## config.mk

```make
export PLATFORM = sky130hd
export DESIGN_NAME = mesh_signed_volume_accumulator_core
export DESIGN_NICKNAME = d
export VERILOG_FILES = /design/src/design/msva_pkg.sv /design/src/design/mesh_signed_volume_accumulator_core.sv /design/src/design/msva_datapath.sv
export SDC_FILE = /design/constraint.sdc
export NUM_CORES = 2
export LEC_CHECK = 0
export CELL_PAD_IN_SITES_DETAIL_PLACEMENT = 1
export CELL_PAD_IN_SITES_GLOBAL_PLACEMENT = 1
export CORE_MARGIN = 1.5
export CORE_UTILIZATION = 45
export DETAILED_ROUTE_END_ITERATION = 7
export DONT_BUFFER_PORTS = 1
export PLACE_DENSITY = 0.83
export REMOVE_ABC_BUFFERS = 1
export SYNTH_ARGS = -nofsm -noshare
export SYNTH_HDL_FRONTEND = slang
export SYNTH_HIERARCHICAL = 1
export SYNTH_SLANG_ARGS = --single-unit
```

## constraint.sdc

```tcl
create_clock -name clk -period 13.8 [get_ports clk]
set_input_delay 0.69 -clock clk [delete_from_list [all_inputs] [get_ports clk]]
set_output_delay 0.69 -clock clk [all_outputs]
set_load 0.03 [all_outputs]
```

## src/design/msva_pkg.sv

```systemverilog
// ---------------------------------------------------------------------------
// msva_pkg: shared types and microcode for the mesh volume accumulator
// Holds the control word layout, the datapath control bundle, the result
// bundle and the read-only program that sequences one triangle.
// ---------------------------------------------------------------------------
`default_nettype none

package msva_pkg;

    localparam int COORD_BITS_DEF = 16;
    localparam int SUM_W          = 64;
    localparam int MAG_W          = 63;
    localparam int NUM_STEPS      = 15;
    localparam int STEP_W         = $clog2(NUM_STEPS);

    // Multiplier operand pairs. The b*c pairs build a cross product term,
    // the a*t pairs scale the finished term by one coordinate of a.
    typedef enum logic [3:0] {
        M_NONE = 4'd0,
        M_B1C2 = 4'd1,
        M_B2C1 = 4'd2,
        M_B2C0 = 4'd3,
        M_B0C2 = 4'd4,
        M_B0C1 = 4'd5,
        M_B1C0 = 4'd6,
        M_A0T  = 4'd7,
        M_A1T  = 4'd8,
        M_A2T  = 4'd9
    } msel_t;

    // Operation applied to the product registered in the previous step.
    typedef enum logic [2:0] {
        A_NOP    = 3'd0,
        A_T_LOAD = 3'd1,
        A_T_SUB  = 3'd2,
        A_D_LOAD = 3'd3,
        A_D_ADD  = 3'd4
    } alu_t;

    typedef struct packed {
        msel_t msel;
        alu_t  alu;
        logic  acc;          // saturating add of the determinant into the sum
        logic  emit;         // hand the result to the output register, clear sum
        logic  fin;          // last step of the program
        logic  fin_if_more;  // jump back to idle unless the item closes the mesh
    } uword_t;

    typedef struct packed {
        msel_t msel;
        alu_t  alu;
        logic  acc;
        logic  clr;
    } dp_ctl_t;

    typedef struct packed {
        logic [MAG_W-1:0] mag;
        logic             sat;
    } res_t;

    function automatic uword_t ucode(input logic [STEP_W-1:0] step);
        uword_t w;
        w = '{msel: M_NONE, alu: A_NOP, acc: 1'b0, emit: 1'b0, fin: 1'b0,
              fin_if_more: 1'b0};
        unique case (step)
            4'd0:  w.msel = M_B1C2;
            4'd1:
            begin
                w.msel = M_B2C1;
                w.alu  = A_T_LOAD;
            end
            4'd2:  w.alu = A_T_SUB;
            4'd3:  w.msel = M_A0T;
            4'd4:
            begin
                w.msel = M_B2C0;
                w.alu  = A_D_LOAD;
            end
            4'd5:
            begin
                w.msel = M_B0C2;
                w.alu  = A_T_LOAD;
            end
            4'd6:  w.alu = A_T_SUB;
            4'd7:  w.msel = M_A1T;
            4'd8:
            begin
                w.msel = M_B0C1;
                w.alu  = A_D_ADD;
            end
            4'd9:
            begin
                w.msel = M_B1C0;
                w.alu  = A_T_LOAD;
            end
            4'd10: w.alu = A_T_SUB;
            4'd11: w.msel = M_A2T;
            4'd12: w.alu = A_D_ADD;
            4'd13:
            begin
                w.acc         = 1'b1;
                w.fin_if_more = 1'b1;
            end
            4'd14:
            begin
                w.emit = 1'b1;
                w.fin  = 1'b1;
            end
            default: w.fin = 1'b1;
        endcase
        return w;
    endfunction

endpackage

`default_nettype wire

```

## src/design/mesh_signed_volume_accumulator_core.sv

```systemverilog
// ---------------------------------------------------------------------------
// mesh_signed_volume_accumulator_core: signed mesh volume accumulator
// Sums the triple product a . (b x c) of each triangle into a saturating
// 64-bit accumulator and emits the magnitude when the last face arrives.
// ---------------------------------------------------------------------------
// Each triangle runs a 15-step microprogram on one shared multiplier.
// A face that does not close the mesh ends its program at step 13 and then
// raises s_tready again; a closing face runs on through the emit step 14.
// The emit step of the closing face registers the result item for m_tvalid.
// A waiting result stalls only the emit step of the next closing face.
// rst_n clears the sequencer, the output valid, the sum and the overflow flag.
`default_nettype none

module mesh_signed_volume_accumulator_core #(
    parameter  int COORD_BITS = msva_pkg::COORD_BITS_DEF,
    localparam int IN_W       = ((9 * COORD_BITS + 7) / 8) * 8
) (
    input  wire logic            clk,
    input  wire logic            rst_n,
    input  wire logic            s_tvalid,
    output      logic            s_tready,
    // ax, ay, az, bx, by_coord, bz, cx, cy, cz; COORD_BITS each, zero padded
    input  wire logic [IN_W-1:0] s_tdata,
    input  wire logic            s_tlast,    // last_face
    output      logic            m_tvalid,
    input  wire logic            m_tready,
    // volume_times_six [62:0], zero at bit 63
    output      logic [63:0]     m_tdata,
    // saturated
    output      logic            m_tuser
);

    logic                         busy_reg;
    logic [msva_pkg::STEP_W-1:0]  step_reg;
    logic                         last_reg;
    logic                         out_valid_reg;
    logic [msva_pkg::MAG_W-1:0]   out_mag_reg;
    logic                         out_sat_reg;

    msva_pkg::uword_t  uw;
    msva_pkg::dp_ctl_t ctl;
    msva_pkg::res_t    res;
    logic              accept;
    logic              go;
    logic              finish;

    assign uw     = msva_pkg::ucode(step_reg);
    assign accept = s_tvalid && s_tready;
    // The emit step waits while the previous result is still unclaimed.
    assign go     = busy_reg && !(uw.emit && out_valid_reg && !m_tready);
    assign finish = uw.fin || (uw.fin_if_more && !last_reg);

    always_comb
    begin
        ctl.msel = go ? uw.msel : msva_pkg::M_NONE;
        ctl.alu  = go ? uw.alu : msva_pkg::A_NOP;
        ctl.acc  = go && uw.acc;
        ctl.clr  = go && uw.emit;
    end

    always_ff @(posedge clk or negedge rst_n)
    begin
        if (!rst_n)
        begin
            busy_reg <= 1'b0;
            step_reg <= '0;
        end
        else if (accept)
        begin
            busy_reg <= 1'b1;
            step_reg <= '0;
        end
        else if (go)
        begin
            if (finish)
            begin
                busy_reg <= 1'b0;
                step_reg <= '0;
            end
            else
            begin
                step_reg <= step_reg + 1'b1;
            end
        end
    end

    always_ff @(posedge clk)
    begin
        if (accept)
        begin
            last_reg <= s_tlast;
        end
    end

    always_ff @(posedge clk or negedge rst_n)
    begin
        if (!rst_n)
        begin
            out_valid_reg <= 1'b0;
        end
        else if (ctl.clr)
        begin
            out_valid_reg <= 1'b1;
        end
        else if (m_tready)
        begin
            out_valid_reg <= 1'b0;
        end
    end

    always_ff @(posedge clk)
    begin
        if (ctl.clr)
        begin
            out_mag_reg <= res.mag;
            out_sat_reg <= res.sat;
        end
    end

    msva_datapath #(
        .COORD_BITS (COORD_BITS)
    ) u_datapath (
        .clk    (clk),
        .rst_n  (rst_n),
        .load   (accept),
        .coords (s_tdata[9*COORD_BITS-1:0]),
        .ctl    (ctl),
        .res    (res)
    );

    assign s_tready = !busy_reg;
    assign m_tvalid = out_valid_reg;
    assign m_tdata  = {1'b0, out_mag_reg};
    assign m_tuser  = out_sat_reg;

`ifndef SYNTHESIS
    a_accept_starts: assert property (@(posedge clk) disable iff (!rst_n)
        accept |=> busy_reg && step_reg == '0)
        else $error("accepted item did not start the program at its first step");

    a_emit_holds: assert property (@(posedge clk) disable iff (!rst_n)
        (busy_reg && uw.emit && out_valid_reg && !m_tready) |=> $stable(step_reg) && busy_reg)
        else $error("emit step advanced while the output register was full");

    a_emit_only_last: assert property (@(posedge clk) disable iff (!rst_n)
        (busy_reg && uw.emit) |-> last_reg)
        else $error("emit step reached for a face that does not close the mesh");

    a_valid_from_emit: assert property (@(posedge clk) disable iff (!rst_n)
        $rose(out_valid_reg) |-> $past(ctl.clr))
        else $error("result valid rose without an emit step");
`endif

endmodule

`default_nettype wire

```

## src/design/msva_datapath.sv

```systemverilog
// ---------------------------------------------------------------------------
// msva_datapath: shared multiplier, determinant registers and accumulator
// One signed multiplier is steered by the control bundle; a cross product
// term builds up in t, the determinant in d, and the mesh sum saturates.
// ---------------------------------------------------------------------------
`default_nettype none

module msva_datapath #(
    parameter int COORD_BITS = msva_pkg::COORD_BITS_DEF
) (
    input  wire logic                    clk,
    input  wire logic                    rst_n,
    input  wire logic                    load,
    input  wire logic [9*COORD_BITS-1:0] coords,
    input  wire msva_pkg::dp_ctl_t       ctl,
    output msva_pkg::res_t               res
);

    localparam int CB = COORD_BITS;
    localparam int TW = 2 * CB + 1;   // one cross product component
    localparam int PW = TW + CB;      // multiplier output
    localparam int DW = 3 * CB + 2;   // determinant
    localparam int SW = msva_pkg::SUM_W;

    // Coordinates in item order: ax ay az bx by bz cx cy cz.
    logic signed [CB-1:0] crd_reg [9];
    logic signed [TW-1:0] t_reg;
    logic signed [PW-1:0] p_reg;
    logic signed [DW-1:0] d_reg;
    logic signed [SW-1:0] sum_reg;
    logic                 ovf_reg;

    logic signed [TW-1:0] mul_x;
    logic signed [CB-1:0] mul_y;
    logic signed [PW-1:0] prod;
    logic signed [SW-1:0] d_ext;
    logic        [SW:0]   sum_wide;
    logic                 sum_ovf;
    logic signed [SW-1:0] sum_neg;
    logic                 sum_is_min;

    always_ff @(posedge clk)
    begin
        if (load)
        begin
            for (int i = 0; i < 9; i++)
            begin
                crd_reg[i] <= coords[i*CB +: CB];
            end
        end
    end

    always_comb
    begin
        mul_x = '0;
        mul_y = '0;
        unique case (ctl.msel)
            msva_pkg::M_NONE:
            begin
                mul_x = '0;
                mul_y = '0;
            end
            msva_pkg::M_B1C2:
            begin
                mul_x = TW'(crd_reg[4]);
                mul_y = crd_reg[8];
            end
            msva_pkg::M_B2C1:
            begin
                mul_x = TW'(crd_reg[5]);
                mul_y = crd_reg[7];
            end
            msva_pkg::M_B2C0:
            begin
                mul_x = TW'(crd_reg[5]);
                mul_y = crd_reg[6];
            end
            msva_pkg::M_B0C2:
            begin
                mul_x = TW'(crd_reg[3]);
                mul_y = crd_reg[8];
            end
            msva_pkg::M_B0C1:
            begin
                mul_x = TW'(crd_reg[3]);
                mul_y = crd_reg[7];
            end
            msva_pkg::M_B1C0:
            begin
                mul_x = TW'(crd_reg[4]);
                mul_y = crd_reg[6];
            end
            msva_pkg::M_A0T:
            begin
                mul_x = t_reg;
                mul_y = crd_reg[0];
            end
            msva_pkg::M_A1T:
            begin
                mul_x = t_reg;
                mul_y = crd_reg[1];
            end
            msva_pkg::M_A2T:
            begin
                mul_x = t_reg;
                mul_y = crd_reg[2];
            end
            default:
            begin
                mul_x = '0;
                mul_y = '0;
            end
        endcase
    end

    assign prod = mul_x * mul_y;

    always_ff @(posedge clk)
    begin
        p_reg <= prod;
        unique case (ctl.alu)
            msva_pkg::A_NOP:    ;
            msva_pkg::A_T_LOAD: t_reg <= p_reg[TW-1:0];
            msva_pkg::A_T_SUB:  t_reg <= t_reg - p_reg[TW-1:0];
            msva_pkg::A_D_LOAD: d_reg <= DW'(p_reg);
            msva_pkg::A_D_ADD:  d_reg <= d_reg + DW'(p_reg);
            default:            ;
        endcase
    end

    // Overflow shows as a mismatch of the two top bits of the widened sum.
    assign d_ext    = SW'(d_reg);
    assign sum_wide = {sum_reg[SW-1], sum_reg} + {d_ext[SW-1], d_ext};
    assign sum_ovf  = sum_wide[SW] != sum_wide[SW-1];

    always_ff @(posedge clk or negedge rst_n)
    begin
        if (!rst_n)
        begin
            sum_reg <= '0;
            ovf_reg <= 1'b0;
        end
        else if (ctl.clr)
        begin
            sum_reg <= '0;
            ovf_reg <= 1'b0;
        end
        else if (ctl.acc)
        begin
            if (sum_ovf)
            begin
                sum_reg <= sum_wide[SW] ? {1'b1, {(SW-1){1'b0}}} : {1'b0, {(SW-1){1'b1}}};
                ovf_reg <= 1'b1;
            end
            else
            begin
                sum_reg <= sum_wide[SW-1:0];
            end
        end
    end

    // The most negative sum has no 63-bit magnitude; it reports the maximum.
    assign sum_neg    = -sum_reg;
    assign sum_is_min = sum_reg == {1'b1, {(SW-1){1'b0}}};

    always_comb
    begin
        if (sum_is_min)
        begin
            res.mag = {msva_pkg::MAG_W{1'b1}};
            res.sat = 1'b1;
        end
        else
        begin
            res.mag = sum_reg[SW-1] ? sum_neg[msva_pkg::MAG_W-1:0]
                                    : sum_reg[msva_pkg::MAG_W-1:0];
            res.sat = ovf_reg;
        end
    end

endmodule

`default_nettype wire

```

==> results summary <==
The run finished, with violations left. The checks that failed: design-rule violations. The highest-utilization routing layer at the global route stage is met2. The count of buffers inserted at the top-level ports is 0. The largest buffer count on any clock path is 3. Across every metal layer, demand over resource in global routing totals 27.94%. The sequential standard cell area came out at 11530 µm². Among all stages on the critical path, the largest delay is contributed by a211oi_1. TritonCTS built the clock tree. The total of warnings raised by yosys came out at 6. The final global-route overflow total came out at 0. The number of distinct library cells after synthesis came out at 86.

Fill cells in the final layout number around 11k. fa_1 takes more of the synthesized area than any other cell. The number of antenna violations at the first check in global routing was 11. The fraction of synthesis flops using an asynchronous set or reset pin is roughly 17%.

The met1 usage came out at between 30% and 40%. The I/O pin total came out at between 200 and 250. The pin count of the biggest net entering global routing is 75. The most used flip-flop cell after synthesis is edfxtp_1.

Once detail routing completed, the nets flagged for antenna violations numbered 0. The slew at the pin with the worst max-slew slack is 1301 ps. The total area inside the core boundary comes to roughly 93000 µm².

The final design utilization came out at around 50%. The global-route wire length before repair is between 200 and 250 mm. Counting flops and latches in the post-synthesis netlist gives between 400 and 500. The setup-violating endpoint count in the final report came out at 0. The placement-stage worst setup slack came out at ~2400 ps.

Summing the sequential cell areas from Yosys gives 27.21% of the chip area. The category of the most critical setup path is flop to flop. The met3 capacity usage during global routing came out at under 10%. The data arrival time at the worst-slack endpoint is roughly 12000 ps.

The cell sitting at the root of the clock tree is a clkbuf_16. The floorplan die height came out at about 310 µm. The overall die width is 309.8 µm. The delay of the slowest cell on the worst path came out at just over 900 ps. The headroom to the max-slew limit is 12.16%. The share of post-route cells with drive strength above 1 is roughly 4.6%. The via count of the first global-routing pass is between 30k and 40k. The starting density of the core is 45.39%. The final hold violation count came out at 0. The met2 global-route usage is 46.89%. The number of detailed-route iterations in the first pass came out at 8.

The number of core rows came out at between 100 and 150. The accumulated negative setup slack came out at 0 ps. The via count of the routed design is 33.89k. The data required time of the worst path is between 10000 and 15000 ps. The type of destination of the critical path is a flop. The setup slack after layout is between 2000 and 2500 ps.

The share of the cycle needed by the critical path after routing came out at a little under nine tenths. The growth of design area from synthesis to finish is 7.121%. The worst hold path belongs to the class input port to flop. The netlist area before placement came out at 42360 µm². Counting instances in the post-synthesis netlist gives the leading cell types as 656 x inv_1, 554 x nand2_1, 503 x fa_1. The worst clock skew came out at 46.34 ps.

The global placement routability congestion is between 0.9 and 1. The net total in the final layout came out at between 5k and 6k. Setup repair after global routing left no endpoint under its margin.

The most numerous cell type found on the critical path is fa_1. The final layout contains routed wiring with a total length of around 130 mm. The average routed wire per standard cell came out at ~23 µm. The share of Yosys cell area claimed by the top area cell type is a little under a quarter. The number of maximum-capacitance constraint violations is 0.

The maximum level of the CTS H-tree is 2. The worst setup path is launched from a flop. The die covers 95990 µm². In the routed design, unresolved DRC markers number 1. After clock tree synthesis, the clock-pin slew on the worst setup and hold paths is ~60 ps.

The total number of clock tree sinks came out at around 410. The clock period minus final worst setup slack is approximately 12000 ps. The insertion delay of the later-clocked pin in the worst-skew pair is between 600 and 700 ps. The average cell area after synthesis came out at 9.280 µm². The multi-input combinational cells in the finished layout cover a total of ~28000 µm². The number of buffers created by CTS came out at 48. The cell count after synthesis came out at 4565.

Counting flops with a built-in enable in the synthesized netlist gives slightly below 300. The count of pins over their slew limit came out at 0. The most frequently used cell type in the post-synthesis netlist is inv_1.

The flip-flop count of the largest register, all copies and words added came out at between 100 and 150. After detailed routing, the number of vias per cell comes to 5.862. The maximum operating frequency came out at between 80 and 90 MHz. Of all nets on the critical path, the largest fanout is 22. The detailed placer's ending HPWL came out at between 100 and 150 mm. By area the synthesized netlist is led by fa_1 24%, edfxtp_1 21%, ha_1 7.9%.

The number of design-rule violations left by the first detailed-router iteration came out at 2289.
worst max-delay path, delay by kind of cell, from the launching register on:
kind            cells  cell delay (ps)
simple gates        6             2330
buf+inv             4              290
mux                 1              110
fa+ha+maj           8             3910
compound gates     12             4450
xor+xnor            1              180
flops               1              400
per-stage QoR:
| stage | hold WS [ps] | instance area, µm² | std cells |
|---|---|---|---|
| global route | 117.4 | 45380 | 5781 |
| detailed placement | 395.8 | 43710 | 5683 |
| CTS | 98.51 | 45360 | 5774 |
| floorplan | 394.4 | 41610 | 4372 |
| global placement | 395.7 | 43710 | 5683 |
| finish | 135.9 | 45380 | 5781 |
layout by cell type, fill, tap and decap left out, drive strengths merged, types with 20 or more instances in the layout:
| cell | netlist | final |
|---|---|---|
| a211oi | 31 | 31 |
| a21o | 115 | 115 |
| a21oi | 212 | 212 |
| a221oi | 21 | 21 |
| a222oi | 22 | 22 |
| a22oi | 23 | 23 |
| a31oi | 34 | 34 |
| and2 | 30 | 30 |
| and3 | 31 | 31 |
| buf | 23 | 59 |
| clkbuf | 170 | 59 |
| clkinv | 0 | 23 |
| dfrtp | 71 | 71 |
| dfxtp | 49 | 49 |
| edfxtp | 292 | 292 |
| fa | 503 | 503 |
| ha | 266 | 266 |
| inv | 656 | 658 |
| nand2 | 554 | 554 |
| nand2b | 49 | 49 |
| nand3 | 45 | 45 |
| nand4 | 32 | 32 |
| nor2 | 413 | 413 |
| nor2b | 32 | 32 |
| nor3 | 93 | 93 |
| o21ai | 261 | 261 |
| o21bai | 26 | 26 |
| o31ai | 35 | 35 |
| or2 | 20 | 20 |
| xnor2 | 102 | 102 |
| xor2 | 131 | 131 |
timing repair:
item | CTS | global route
gates resized for setup | 0 | 0
hold buffers | 2 | 0
buffers inserted | 0 | 0
endpoints found under the hold margin | 71 | 0
routing by layer:
metal,vias to the layer above,wire [µm],share of wire (%)
met5,-,23,0.018
met4,4,5868,4.5
met3,317,9025,6.9
met2,1178,62490,48
met1,17288,53620,41
li1,15103,-,-
area by class of cell:
cell class	count	area share, %
inverters	656	5.437
well taps	1254	3.457
flip-flops and latches	412	25.40
clock buffers	59	2.920
diodes	6	0.03309
multi-input cells	3304	61.09
clock inverters	30	0.6259
repair buffers	60	1.037
cells by family (layout without fill, tap and decap cells):
group | count (synthesis) | after routing | share of synthesized area, %
adders and majority gates | 769 | 769 | 31.63
AOI/OAI and AO/OA | 916 | 916 | 14.02
buffers and inverters | 849 | 805 | 7.582
muxes | 14 | 14 | 0.3515
xor gates and xnor gates | 233 | 233 | 4.817
other | 1 | 7 | 0.008852
and+or+nand+nor | 1371 | 1371 | 14.39
DFF | 412 | 412 | 27.21
worst paths after layout:
| kind | start | endpoint | slack [ps] | cells after the start |
|---|---|---|---|---|
| setup / recovery | step_reg[0] | u_datapath/p_reg[47] | 2050 | 32 |
| hold / removal | s_tlast | last_reg | 140 | 0 |
| setup reg to reg | step_reg[0] | u_datapath/p_reg[47] | 2050 | 32 |
| hold reg to reg | u_datapath/ovf_reg | m_tuser | 530 | 2 |
| max in group asynchronous | rst_n | u_datapath/sum_reg[63] | 12830 | 2 |
| min in group asynchronous | rst_n | step_reg[3] | 540 | 2 |
Power is left out: the tool's default activity adds up to more than one toggle a clock period on the data nets, which glitch-free logic cannot reach.
